--- config.mk ---
export PLATFORM = sky130hd
export DESIGN_NAME = x86_64_insn_length_decoder_flat
export DESIGN_NICKNAME = d
export VERILOG_FILES = /design/src/rtl/ild_pkg.sv /design/src/rtl/ild_if.sv /design/src/rtl/ild_decode.sv /design/src/rtl/ild_out_reg.sv /design/src/rtl/x86_64_insn_length_decoder.sv /design/src/flat_wrapper.sv
export SDC_FILE = /design/constraint.sdc
export NUM_CORES = 1
export LEC_CHECK = 0
export BUFFER_PORTS_ARGS = -buffer_cell sky130_fd_sc_hd__buf_2
export CAP_MARGIN = 5
export CORE_ASPECT_RATIO = 1.75
export CORE_MARGIN = 5
export CORE_UTILIZATION = 40
export CTS_CLUSTER_DIAMETER = 150
export DETAILED_ROUTE_END_ITERATION = 10
export GPL_TIMING_DRIVEN = 0
export PLACE_DENSITY_LB_ADDON = 0.08
export SKIP_LAST_GASP = 1
export SYNTH_ARGS = -nofsm -noshare
export SYNTH_HDL_FRONTEND = slang
export SYNTH_SLANG_ARGS = --single-unit
--- constraint.sdc ---
create_clock -name clk -period 10.01 [get_ports clk]
set_input_delay 1.001 -clock clk [delete_from_list [all_inputs] [get_ports clk]]
set_output_delay 1.001 -clock clk [all_outputs]
set_load 0.01 [all_outputs]
--- src/rtl/ild_pkg.sv ---
`timescale 1ns / 1ps
// ---------------------------------------------------------------------------
// ild_pkg: shared types and constants for the instruction length decoder
// Phase codes, result codes, per-instruction state and opcode byte values.
// ---------------------------------------------------------------------------
package ild_pkg;

    localparam int ILD_MAX_LEN = 15;

    typedef enum logic [2:0] {
        PH_PREFIX = 3'd0,
        PH_OPCODE = 3'd1,
        PH_MODRM  = 3'd2,
        PH_SIB    = 3'd3,
        PH_SKIP   = 3'd4
    } phase_t;

    typedef enum logic [1:0] {
        KIND_NONE       = 2'd0,
        KIND_RIP_DISP32 = 2'd1,
        KIND_REL32      = 2'd2,
        KIND_REL8       = 2'd3
    } fixup_kind_t;

    typedef enum logic [1:0] {
        ST_OK       = 2'd0,
        ST_TWO_BYTE = 2'd1,
        ST_OVERFLOW = 2'd2
    } status_t;

    // Byte values with a fixed meaning
    localparam logic [7:0] OP_OPSIZE = 8'h66;
    localparam logic [7:0] OP_ESCAPE = 8'h0F;
    localparam logic [7:0] OP_CALL32 = 8'hE8;
    localparam logic [7:0] OP_JMP32  = 8'hE9;
    localparam logic [7:0] OP_JMP8   = 8'hEB;
    localparam logic [7:0] OP_GRP3B  = 8'hF6;
    localparam logic [7:0] OP_GRP3V  = 8'hF7;
    localparam logic [3:0] REX_HIGH  = 4'h4;

    typedef struct packed {
        phase_t      phase;
        logic        operand_size_flag;
        logic        rex_w_flag;
        logic [7:0]  opcode;
        logic [2:0]  modrm_reg_field;
        logic [4:0]  byte_count;
        logic [3:0]  bytes_to_skip;
        logic [3:0]  pending_immediate;
        fixup_kind_t kind;
        logic [3:0]  disp_offset;
    } insn_state_t;

    typedef struct packed {
        logic [3:0]  insn_length;
        fixup_kind_t fixup_kind;
        logic [3:0]  disp_offset;
        status_t     status;
    } insn_result_t;

    localparam insn_state_t INSN_STATE_CLEAR = '{
        phase: PH_PREFIX, operand_size_flag: 1'b0, rex_w_flag: 1'b0,
        opcode: 8'h00, modrm_reg_field: 3'd0, byte_count: 5'd0,
        bytes_to_skip: 4'd0, pending_immediate: 4'd0, kind: KIND_NONE,
        disp_offset: 4'd0
    };

endpackage

--- src/rtl/ild_if.sv ---
`timescale 1ns / 1ps
// ---------------------------------------------------------------------------
// ild_if: valid/ready channels of the instruction length decoder
// One channel carries code bytes, the other carries decode results.
// ---------------------------------------------------------------------------
interface ild_byte_if;
    logic       valid;
    logic       ready;
    logic [7:0] code_byte;
    logic       restart;

    modport source (output valid, code_byte, restart, input ready);
    modport sink   (input valid, code_byte, restart, output ready);
endinterface

interface ild_result_if;
    logic       valid;
    logic       ready;
    logic [3:0] insn_length;
    logic [1:0] fixup_kind;
    logic [3:0] disp_offset;
    logic [1:0] status;

    modport source (output valid, insn_length, fixup_kind, disp_offset, status,
                    input ready);
    modport sink   (input valid, insn_length, fixup_kind, disp_offset, status,
                    output ready);
endinterface

--- src/rtl/ild_decode.sv ---
`timescale 1ns / 1ps
// ---------------------------------------------------------------------------
// ild_decode: single-byte step of the length decoder
// Work out the next instruction state and any result from one code byte.
// ---------------------------------------------------------------------------
module ild_decode
    import ild_pkg::*;
#(
    parameter int MAX_LEN = ILD_MAX_LEN
)(
    input  insn_state_t  cur_state,
    input  logic [7:0]   code_byte,
    input  logic         restart,
    output insn_state_t  nxt_state,
    output logic         res_valid,
    output insn_result_t res
);

    localparam logic [4:0] MaxLen = 5'(MAX_LEN);

    function automatic logic is_legacy_prefix(input logic [7:0] b);
        return b == 8'h67 || b == 8'hF0 || b == 8'hF2 || b == 8'hF3 ||
               b == 8'h2E || b == 8'h36 || b == 8'h3E || b == 8'h26 ||
               b == 8'h64 || b == 8'h65;
    endfunction

    function automatic logic takes_modrm(input logic [7:0] op);
        return (op[7:6] == 2'b00 && !op[2]) ||
               op == 8'h62 || op == 8'h63 || op == 8'h69 || op == 8'h6B ||
               op[7:4] == 4'h8 ||
               op == 8'hC0 || op == 8'hC1 || op == 8'hC6 || op == 8'hC7 ||
               (op >= 8'hD0 && op <= 8'hD3) || op[7:3] == 5'b11011 ||
               op == 8'hF6 || op == 8'hF7 || op == 8'hFE || op == 8'hFF;
    endfunction

    function automatic logic [3:0] immediate_size(input logic [7:0] op,
                                                  input logic osz,
                                                  input logic rexw);
        logic [3:0] word;
        word = osz ? 4'd2 : 4'd4;
        priority if (op[7:6] == 2'b00 && op[2:0] == 3'd4) return 4'd1;
        else if (op[7:6] == 2'b00 && op[2:0] == 3'd5)     return word;
        else if (op[7:3] == 5'b10110)                     return 4'd1;
        else if (op[7:3] == 5'b10111)                     return rexw ? 4'd8 : word;
        else if (op == 8'h6A || op == 8'h6B || op == 8'h80 || op == 8'h82 ||
                 op == 8'h83 || op == 8'hA8 || op == 8'hC0 || op == 8'hC1 ||
                 op == 8'hC6)                             return 4'd1;
        else if (op == 8'hC2 || op == 8'hCA)              return 4'd2;
        else if (op == 8'h68 || op == 8'h69 || op == 8'h81 || op == 8'hA9 ||
                 op == 8'hC7)                             return word;
        else                                              return 4'd0;
    endfunction

    insn_state_t s;
    logic [4:0]  count;
    logic        done;
    logic        escape;
    logic        do_opcode;
    logic        do_address;
    logic [3:0]  disp;
    logic [1:0]  mod_f;
    logic [2:0]  rm_f;

    always_comb
    begin
        s          = restart ? INSN_STATE_CLEAR : cur_state;
        count      = s.byte_count + 5'd1;
        done       = 1'b0;
        escape     = 1'b0;
        do_opcode  = 1'b0;
        do_address = 1'b0;
        disp       = 4'd0;
        mod_f      = code_byte[7:6];
        rm_f       = code_byte[2:0];

        unique case (s.phase)
            PH_OPCODE:
            begin
                do_opcode = 1'b1;
            end
            PH_MODRM:
            begin
                s.modrm_reg_field = code_byte[5:3];
                if (s.opcode == OP_GRP3B)
                    s.pending_immediate = (code_byte[5:3] <= 3'd1) ? 4'd1 : 4'd0;
                else if (s.opcode == OP_GRP3V)
                    s.pending_immediate = (code_byte[5:3] <= 3'd1) ?
                        (s.operand_size_flag ? 4'd2 : 4'd4) : 4'd0;
                if (mod_f == 2'd1)
                    disp = 4'd1;
                else if (mod_f == 2'd2)
                    disp = 4'd4;
                if (mod_f != 2'd3 && rm_f == 3'd4)
                begin
                    s.bytes_to_skip = disp;
                    s.phase         = PH_SIB;
                end
                else
                begin
                    if (mod_f == 2'd0 && rm_f == 3'd5)
                    begin
                        s.kind        = KIND_RIP_DISP32;
                        s.disp_offset = count[3:0];
                        disp          = 4'd4;
                    end
                    do_address = 1'b1;
                end
            end
            PH_SIB:
            begin
                disp = s.bytes_to_skip;
                if (disp == 4'd0 && rm_f == 3'd5)
                    disp = 4'd4;
                do_address = 1'b1;
            end
            PH_SKIP:
            begin
                s.bytes_to_skip = s.bytes_to_skip - 4'd1;
                done            = (s.bytes_to_skip == 4'd0);
            end
            default:
            begin
                // prefix phase; unused codes land here too
                if (code_byte == OP_OPSIZE)
                    s.operand_size_flag = 1'b1;
                else if (is_legacy_prefix(code_byte))
                    s.operand_size_flag = s.operand_size_flag;
                else if (code_byte[7:4] == REX_HIGH)
                begin
                    s.rex_w_flag = code_byte[3];
                    s.phase      = PH_OPCODE;
                end
                else
                    do_opcode = 1'b1;
            end
        endcase

        if (do_opcode)
        begin
            s.opcode = code_byte;
            if (code_byte == OP_ESCAPE)
                escape = 1'b1;
            else if (code_byte == OP_CALL32 || code_byte == OP_JMP32)
            begin
                s.kind          = KIND_REL32;
                s.disp_offset   = count[3:0];
                s.bytes_to_skip = 4'd4;
                s.phase         = PH_SKIP;
            end
            else if (code_byte[7:4] == 4'h7 || code_byte[7:2] == 6'b111000 ||
                     code_byte == OP_JMP8)
            begin
                s.kind          = KIND_REL8;
                s.bytes_to_skip = 4'd1;
                s.phase         = PH_SKIP;
            end
            else
            begin
                s.pending_immediate = immediate_size(code_byte, s.operand_size_flag,
                                                     s.rex_w_flag);
                if (takes_modrm(code_byte))
                    s.phase = PH_MODRM;
                else
                    do_address = 1'b1;
            end
        end

        if (do_address)
        begin
            s.bytes_to_skip = disp + s.pending_immediate;
            if (s.bytes_to_skip == 4'd0)
                done = 1'b1;
            else
                s.phase = PH_SKIP;
        end

        res_valid       = 1'b1;
        res.insn_length = 4'd0;
        res.fixup_kind  = KIND_NONE;
        res.disp_offset = 4'd0;
        res.status      = ST_OK;
        nxt_state       = INSN_STATE_CLEAR;
        priority if (escape)
            res.status = ST_TWO_BYTE;
        else if (done && count <= MaxLen)
        begin
            res.insn_length = count[3:0];
            res.fixup_kind  = s.kind;
            res.disp_offset = s.disp_offset;
        end
        else if (done || count >= MaxLen)
            res.status = ST_OVERFLOW;
        else
        begin
            res_valid    = 1'b0;
            s.byte_count = count;
            nxt_state    = s;
        end
    end

endmodule

--- src/rtl/ild_out_reg.sv ---
`timescale 1ns / 1ps
// ---------------------------------------------------------------------------
// ild_out_reg: result register of the length decoder
// Hold one result until the sink takes it.
// ---------------------------------------------------------------------------
module ild_out_reg
    import ild_pkg::*;
(
    input  logic          clk,
    input  logic          rst_n,
    input  logic          load,
    input  insn_result_t  load_data,
    output logic          free,
    ild_result_if.source  res_out
);

    logic         vld_reg;
    logic         vld_next;
    insn_result_t data_reg;

    assign free     = !vld_reg || res_out.ready;
    assign vld_next = load || (vld_reg && !res_out.ready);

    always_ff @(posedge clk or negedge rst_n)
    begin
        if (!rst_n)
            vld_reg <= 1'b0;
        else
            vld_reg <= vld_next;
    end

    always_ff @(posedge clk)
    begin
        if (load)
            data_reg <= load_data;
    end

    assign res_out.valid       = vld_reg;
    assign res_out.insn_length = data_reg.insn_length;
    assign res_out.fixup_kind  = data_reg.fixup_kind;
    assign res_out.disp_offset = data_reg.disp_offset;
    assign res_out.status      = data_reg.status;

endmodule

--- src/rtl/x86_64_insn_length_decoder.sv ---
`timescale 1ns / 1ps
// ---------------------------------------------------------------------------
// x86_64_insn_length_decoder: streaming x86-64 instruction length decoder
// Byte-serial decode of prefixes, REX, opcode, ModR/M, SIB, displacement and
// immediate, with one result word per finished instruction.
// ---------------------------------------------------------------------------
// Code bytes arrive one word per cycle in program order while ready is high;
// a set restart bit drops any partial instruction and starts a new one at
// that byte. The block takes one byte every cycle while not stalled: each
// byte is held in an input register, decoded against the small per-instruction
// state in a single pass, and a finished instruction lands in the result
// register, which offers its result word. That word gives the length,
// the relocation kind (none, rip-relative disp32, rel32 call/jmp, rel8 branch)
// and the offset of the disp32/rel32 field. A 0x0F escape gives an error word
// with status 1; an instruction reaching MAX_LEN bytes unfinished gives
// status 2. After any result word the next byte starts a new instruction.
// Input stalls only while the held byte finishes an instruction, an earlier
// result word still waits in the result register and the sink holds off.
// ---------------------------------------------------------------------------
module x86_64_insn_length_decoder
    import ild_pkg::*;
#(
    parameter int MAX_LEN = ILD_MAX_LEN
)(
    input  logic         clk,
    input  logic         rst_n,
    ild_byte_if.sink     code_in,
    ild_result_if.source insn_out
);

    // input register
    logic        in_vld_reg;
    logic        in_vld_next;
    logic [7:0]  in_byte_reg;
    logic        in_restart_reg;

    // per-instruction state
    insn_state_t  state_reg;
    insn_state_t  state_next;

    logic         res_valid;
    insn_result_t res;
    logic         out_free;
    logic         advance;

    // advance the held byte unless it makes a result the output cannot take
    assign advance        = in_vld_reg && (!res_valid || out_free);
    assign code_in.ready  = !in_vld_reg || advance;
    assign in_vld_next    = (code_in.valid && code_in.ready) || (in_vld_reg && !advance);

    always_ff @(posedge clk or negedge rst_n)
    begin
        if (!rst_n)
        begin
            in_vld_reg <= 1'b0;
            state_reg  <= INSN_STATE_CLEAR;
        end
        else
        begin
            in_vld_reg <= in_vld_next;
            if (advance)
                state_reg <= state_next;
        end
    end

    always_ff @(posedge clk)
    begin
        if (code_in.valid && code_in.ready)
        begin
            in_byte_reg    <= code_in.code_byte;
            in_restart_reg <= code_in.restart;
        end
    end

    ild_decode #(
        .MAX_LEN (MAX_LEN)
    ) u_decode (
        .cur_state (state_reg),
        .code_byte (in_byte_reg),
        .restart   (in_restart_reg),
        .nxt_state (state_next),
        .res_valid (res_valid),
        .res       (res)
    );

    ild_out_reg u_out_reg (
        .clk       (clk),
        .rst_n     (rst_n),
        .load      (advance && res_valid),
        .load_data (res),
        .free      (out_free),
        .res_out   (insn_out)
    );

endmodule
--- src/flat_wrapper.sv ---
// flat-port wrapper written by rule: the top's interface ports become plain ports
module x86_64_insn_length_decoder_flat import ild_pkg::*;
#(
    parameter int MAX_LEN = ILD_MAX_LEN
)
  (clk, rst_n, code_in_valid, code_in_code_byte, code_in_restart, code_in_ready, insn_out_valid, insn_out_insn_length, insn_out_fixup_kind, insn_out_disp_offset, insn_out_status, insn_out_ready);
  ild_byte_if code_in_i ();
  ild_result_if insn_out_i ();
  input  logic clk;
  input  logic rst_n;
  input wire logic [$bits(code_in_i.valid)-1:0] code_in_valid;
  input wire logic [$bits(code_in_i.code_byte)-1:0] code_in_code_byte;
  input wire logic [$bits(code_in_i.restart)-1:0] code_in_restart;
  output wire logic [$bits(code_in_i.ready)-1:0] code_in_ready;
  output wire logic [$bits(insn_out_i.valid)-1:0] insn_out_valid;
  output wire logic [$bits(insn_out_i.insn_length)-1:0] insn_out_insn_length;
  output wire logic [$bits(insn_out_i.fixup_kind)-1:0] insn_out_fixup_kind;
  output wire logic [$bits(insn_out_i.disp_offset)-1:0] insn_out_disp_offset;
  output wire logic [$bits(insn_out_i.status)-1:0] insn_out_status;
  input wire logic [$bits(insn_out_i.ready)-1:0] insn_out_ready;
  assign code_in_i.valid = code_in_valid;
  assign code_in_i.code_byte = code_in_code_byte;
  assign code_in_i.restart = code_in_restart;
  assign code_in_ready = code_in_i.ready;
  assign insn_out_valid = insn_out_i.valid;
  assign insn_out_insn_length = insn_out_i.insn_length;
  assign insn_out_fixup_kind = insn_out_i.fixup_kind;
  assign insn_out_disp_offset = insn_out_i.disp_offset;
  assign insn_out_status = insn_out_i.status;
  assign insn_out_i.ready = insn_out_ready;
  x86_64_insn_length_decoder #(.MAX_LEN(MAX_LEN)) u_core (.clk(clk), .rst_n(rst_n), .code_in(code_in_i), .insn_out(insn_out_i));
endmodule
### Yosys cells after proc, flatten, opt, wreduce, memory -nomap -nowiden

Cells that the tools add are included.
Widths: inputs -> output; s select.

| operators by class | value |
|---|---|
| equal/unequal tests | 55 |
| bitwise gates (word level) | 1 |
| reduce and logical (&&, ||, !) cells | 73 |
| muxes and demuxes | 79 |
| add/sub/neg operators | 3 |
| magnitude comparators | 5 |

Operators by type and width:

| kind | count |
|---|---|
| $eq 8x8->1 const B | 24 |
| $mux 35 | 4 |
| $eq 8x7->1 const B | 10 |
| $mux 4 | 16 |
| $mux 3 | 21 |
| $logic_or 1x1->1 | 46 |
| $eq 8x6->1 const B | 4 |
| $mux 14 | 2 |
| $mux 1 | 23 |
| $pmux 4 s2 | 2 |
| $eq 5x5->1 const B | 3 |
| $logic_and 1x1->1 | 12 |
| $logic_not 4->1 | 3 |
| $mux 6 | 2 |
| $mux 10 | 1 |
| $eq 3x3->1 const B | 3 |
| $eq 4x3->1 const B | 2 |
| $eq 8x4->1 const B | 1 |
| $ge 8x8->1 const B | 1 |
| $le 8x8->1 const B | 1 |
| $mux 2 | 4 |
| $mux 8 | 1 |
| $eq 3x2->1 const B | 2 |
| $eq 6x6->1 const B | 1 |
| 19 further kinds | 27 |

| storage, ports and cells | value |
|---|---|
| register bits | 55 |
| input bits | 13 |

### Longest topological paths before layout

| logic depth | value |
|---|---|
| depth in word-level cells | 39 |
| mapped depth | 18 |

### Modules after synthesis

A second synthesis with hierarchy kept.

| second synthesis, totals | value |
|---|---|
| cell total of the unflattened synthesis | 436 |
| area total of the unflattened synthesis | 4365.4 sq um |

Modules (own cells, without submodules):

| module | instances | area each (sq um) | cells an instance |
|---|---|---|---|
| ild_decode | 1 | 2301.0 | 332 |
| x86_64_insn_length_decoder | 1 | 1656.6 | 89 |
| ild_out_reg | 1 | 407.9 | 15 |

### Worst setup path after synthesis

No wires, ideal clock.

| timing | value |
|---|---|
| path kind | register to output |
| start | register u_core.in_byte_reg[1] |
| end | output port code_in_ready |
| path slack | 5.417 ns |
| buffers on the path | 1 |
| arrival | 3.592 ns |
| stages on the path, launching flop included | 16 |
| data required time | 9.009 ns |
| path through | edfxtp_1 > nor2b_1 > and3_4 > o31a_1 > buf_2 > nor3b_2 > o31ai_1 > o31ai_1 > ha_1 > fa_1 > or3_1 > nor2_1 > o211a_2 > o21bai_4 > nand3b_2 > nand3_1 |

| between the ends | value |
|---|---|
| word-level cells in the longest chain between the ends | 34 |

Ends and longest elaborated chain:

| element | line | text |
|---|---|---|
| from (decl) | x86_64_insn_length_decoder.sv:34 | `logic [7:0] in_byte_reg;` |
| from (signal assigned) | x86_64_insn_length_decoder.sv:70 | `in_byte_reg <= code_in.code_byte;` |
| $eq 8x7->1 / $eq 8x8->1 (equally long branches) | ild_decode.sv:22 | `return b == 8'h67 \|\| b == 8'hF0 \|\| b == 8'hF2 \|\| b == 8'hF3 \|\|` |
| $logic_or 1x1->1 (4 in a row) | ild_decode.sv:22 |  |
| $logic_or 1x1->1 (4 in a row) | ild_decode.sv:23 | `b == 8'h2E \|\| b == 8'h36 \|\| b == 8'h3E \|\| b == 8'h26 \|\|` |
| $logic_or 1x1->1 | ild_decode.sv:24 | `b == 8'h64 \|\| b == 8'h65;` |
| $mux 1 | ild_decode.sv:126 | `else if (is_legacy_prefix(code_byte))` |
| $mux 1 | ild_decode.sv:124 | `if (code_byte == OP_OPSIZE)` |
| $mux 2 | ild_decode.sv:76 | `unique case (s.phase)` |
| $mux 4 (2 in a row) | ild_decode.sv:44 | `else if (op[7:3] == 5'b10111) return rexw ? 4'd8 : word;` |
| [... 11 more ...] | -- |  |
| $logic_or 1x1->1 | ild_decode.sv:191 | `else if (done \|\| count >= MaxLen)` |
| $mux 1 | ild_decode.sv:191 |  |
| $mux 1 | ild_decode.sv:185 | `else if (done && count <= MaxLen)` |
| $mux 1 * | ild_decode.sv:183 | `priority if (escape)` |
| $logic_not 1->1 * | x86_64_insn_length_decoder.sv:47 | `assign advance = in_vld_reg && (!res_valid \|\| out_free);` |
| $logic_or 1x1->1 * | x86_64_insn_length_decoder.sv:47 |  |
| $logic_and 1x1->1 * | x86_64_insn_length_decoder.sv:47 |  |
| $logic_or 1x1->1 * | x86_64_insn_length_decoder.sv:48 | `assign code_in.ready = !in_vld_reg \|\| advance;` |
| to (decl) | flat_wrapper.sv:14 | `output wire logic [$bits(code_in_i.ready)-1:0] code_in_ready;` |

Every way passes the cells marked *; elsewhere a longest branch is shown, timed or not.

### Final worst setup path

| timing | value |
|---|---|
| start | register u_core.state_reg[33] (netlist bit) |
| end | output port code_in_ready |

| between the ends | value |
|---|---|
| word-level cells in the longest chain between the ends | 28 |

Ends and longest elaborated chain:

| element | line | text |
|---|---|---|
| from (decl) | x86_64_insn_length_decoder.sv:38 | `insn_state_t state_reg;` |
| from (signal assigned) | x86_64_insn_length_decoder.sv:62 | `state_reg <= state_next;` |
| $mux 35 * | ild_decode.sv:66 | `s = restart ? INSN_STATE_CLEAR : cur_state;` |
| $eq 3x3->1, or another cell as far along | ild_decode.sv:76 |  |
| $reduce_or 4->1 (no line) | -- |  |
| $mux 2 | ild_decode.sv:76 |  |
| $mux 3 | ild_decode.sv:40 | `word = osz ? 4'd2 : 4'd4;` |
| $mux 3 | ild_decode.sv:49 | `else if (op == 8'h68 \|\| op == 8'h69 \|\| op == 8'h81 \|\| op == 8'hA9 \|\|` |
| $mux 3 | ild_decode.sv:48 | `else if (op == 8'hC2 \|\| op == 8'hCA) return 4'd2;` |
| $mux 3 | ild_decode.sv:45 | `else if (op == 8'h6A \|\| op == 8'h6B \|\| op == 8'h80 \|\| op == 8'h82 \|\|` |
| [... 12 more ...] | -- |  |
| $logic_or 1x1->1 | ild_decode.sv:191 |  |
| $mux 1 | ild_decode.sv:191 |  |
| $mux 1 | ild_decode.sv:185 |  |
| $mux 1 * | ild_decode.sv:183 |  |
| $logic_not 1->1 * | x86_64_insn_length_decoder.sv:47 |  |
| $logic_or 1x1->1 * | x86_64_insn_length_decoder.sv:47 |  |
| $logic_and 1x1->1 * | x86_64_insn_length_decoder.sv:47 |  |
| $logic_or 1x1->1 * | x86_64_insn_length_decoder.sv:48 |  |

Every way passes the cells marked *; elsewhere a longest branch is shown, timed or not. The select of a mux whose other input is x is not followed.

==> results.txt <==
FFs w/ async S/R, synth -> 61.8%
Fmax -> 166 MHz
Synth top area share -> 21.8%
Synthesis-to-finish area growth -> 11.4%
Area leader, netlist -> dfrtp_1
Residual DRC count -> 0
Initial core utilization -> 41.0%
Final max-slew violation count -> 0
Worst setup SP type -> register
# setup viols final -> 0
ANT nets after route -> 0
H-tree levels -> 2
Clock sink count -> 55
Share of cells above drive strength 1 -> 15.2%
Post-CTS resize count -> 0
Top Ports -> 27
Max reg flops -> 32
WL final -> 12100 um
Setup tns final -> 0 ns
Fin crit share -> 60.2%
Status -> finished clean
Routed via count -> 3563
Core area -> 9530 um2
Grt ovf -> 0
Most frequent cells after synthesis -> 41 x nor2_1, 34 x dfrtp_1, 33 x nand3_1, 32 x nand2_1, 27 x inv_1
CTS hold repair buffers -> 0
Clock-pin slew on the worst setup and hold paths -> 0.08 ns
CTS tree -> done
Vias in the first global route -> 3463
Leak pwr -> 1.77 nW
Die ar. -> 11900 um2
Post-synth EDFFs -> 21
Crit. End Element -> output pin
Commonest register cell after synthesis -> dfrtp_1
Die height -> 141 um
Placer Congestion -> 0.928
Syn nets -> 455
GRT Total Usage -> 20.4%
Initial antenna violation count -> 0
Post-CTS setup buffers -> 0
Peak VDD IR -> 0.0934 mV
Avg WL per Cell -> 20.5 um
Drt via density -> 6.04
Diode count -> 0
Clk Latency, worst-skew pair -> 0.31 ns
Num CTS Buffers -> 5
Tmin final -> 6.02 ns
Slew HR -> 30.6%
Avg Cell Area, Syn -> 8.99 um2
Row cnt -> 47
Setup CP Type -> register to output pin
Gate Count Post-Synth -> 434
Synth cell types -> 77
Die width -> 84.7 um
Number of synthesized register bits -> 55
Final Hold Viols -> 0
Post-DP HPWL -> 9440 um
First-pass GRT wire length -> 18900 um
RSZ-0062 raised after global routing -> false
Post-layout net count -> 488
Worst-margin pin slew -> 1.04 ns
Synth warn -> 0
Post-Route Utilization -> 45.6%
Synth area leaders -> dfrtp_1 22%, edfxtp_1 16%, nand3_1 4.2%
Dpl cells -> 582
Top-count cell post-synth -> nor2_1
Worst EP arrival -> 5.02 ns
DRT iter0 DRCs -> 255
Maxcap violations -> 0
CTS Buffer Depth -> 2
CP required -> 9.01 ns
Power density over the cells -> 214 nW/um2
Register area share after synthesis -> 38.0%
Root Buffer -> clkbuf_16
Post-route insts no fill -> 590
Clock skew -> 0.0122 ns
Largest net degree at the start of global routing -> 35
CP Max Fanout -> 8
Worst Hold Class -> register to register
First drt pass iteration count -> 4
PortBufs -> 26
Post-Syn Area -> 3900 um2
kinds of logic (layout without fill, tap and decap cells):
family / after synthesis / count (layout) / share of synthesized area [%]
AO/OA/AOI/OAI: 95 / 95 / 20.0
XOR/XNOR: 9 / 9 / 2.02
adder cells (fa/ha/maj): 8 / 8 / 2.76
buffers and inverters: 52 / 86 / 5.84
flip-flops: 55 / 55 / 38.0
multiplexers: 19 / 19 / 4.97
AND/OR/NAND/NOR: 196 / 196 / 26.5
final timing paths:
| kind | slack [ns] | start | to | cells past startpoint |
|---|---|---|---|---|
| worst max-delay path | 3.99 | u_core.state_reg[33] | code_in_ready | 15 |
| worst min register to register | 0.53 | u_core.state_reg[6] | u_core.state_reg[6] | 2 |
| max in group asynchronous | 8.68 | rst_n | u_core.state_reg[7] | 1 |
| worst min-delay path | 0.53 | u_core.state_reg[6] | u_core.state_reg[6] | 2 |
| worst max register to register | 4.31 | u_core.state_reg[33] | u_core.u_out_reg.res_out.status[1] | 14 |
| min in group asynchronous | 0.79 | rst_n | u_core.u_out_reg.res_out.valid | 1 |
routing by layer:
layer	vias to the layer above	wire (um)	track usage (%)	share of wire, %
met5	-	0	0	0
met4	0	760	13.1	6.3
met3	46	582	2.80	4.8
met2	142	6490	37.5	54
met1	1709	4260	21.2	35
li1	1666	-	-	-
placed cells by master (no fill, tap or decap), types with 3 or more instances in the layout:
cell / netlist / routed
nand4_1: 10 / 10
o221ai_2: 7 / 7
a21oi_1: 11 / 11
and2_1: 7 / 7
nand3_1: 33 / 33
inv_1: 27 / 27
edfxtp_1: 21 / 21
o22ai_1: 3 / 3
nand2b_1: 9 / 9
ha_1: 7 / 7
o21ai_1: 3 / 3
o21ai_0: 10 / 10
or3_1: 5 / 5
and3_1: 7 / 7
o31ai_1: 5 / 5
nand2_1: 32 / 32
xor2_1: 3 / 3
clkbuf_1: 13 / 14
a21o_1: 4 / 4
buf_2: 8 / 34
mux2i_1: 16 / 16
nor2b_1: 11 / 11
nor4_1: 3 / 3
a32oi_1: 3 / 3
xnor2_1: 6 / 6
nor3_1: 21 / 21
nor2_1: 41 / 41
a31oi_1: 7 / 7
dfrtp_1: 34 / 34
o211ai_1: 7 / 7
a211oi_1: 3 / 3
clkbuf_16: 0 / 6
metrics by stage:
stage | setup WS [ns] | hold slack, ns | power (mW) | instance area [um2]
2_1_floorplan | 5.42 | 0.487 | 0.618 | 3900
3_3_place_gp | 4.35 | 0.508 | 0.731 | 4190
3_5_place_dp | 4.32 | 0.516 | 0.740 | 4190
4_1_cts | 3.99 | 0.528 | 0.933 | 4350
5_1_grt | 3.71 | 0.560 | 0.980 | 4350
6_report | 3.99 | 0.534 | 0.930 | 4350
where the power goes:
group	leakage, nW	switching (mW)	internal, mW	total [mW]
Sequential	0.660	0.0331	0.292	0.325
Combinational	1.04	0.265	0.147	0.412
Clock	0.0753	0.0848	0.108	0.193
final cells by class:
cell class	instances	area, um2
Tap cell	122	153
Inverter	27	101
Timing Repair Buffer	26	130
Multi-Input combinational cell	327	2190
Sequential cell	55	1480
Clock buffer	7	154
Fill cell	952	5180
Clock inverter	1	7.51
Buffer	25	126
worst max-delay path, cell delays in order (launching register included):
cell and delay, ns:
dfrtp_1 0.33, clkbuf_1 0.33, nand2b_1 0.20, or3_1 0.48
nor3_2 0.48, mux2i_1 0.14, o31ai_1 0.57, ha_1 0.29
fa_1 0.45, nor3_1 0.42, nand4b_1 0.22, o22ai_4 0.23
o21bai_4 0.15, nand3b_2 0.18, nand3_1 0.09, buf_2 0.15
Note: power is estimated with default switching activity, not from simulation.
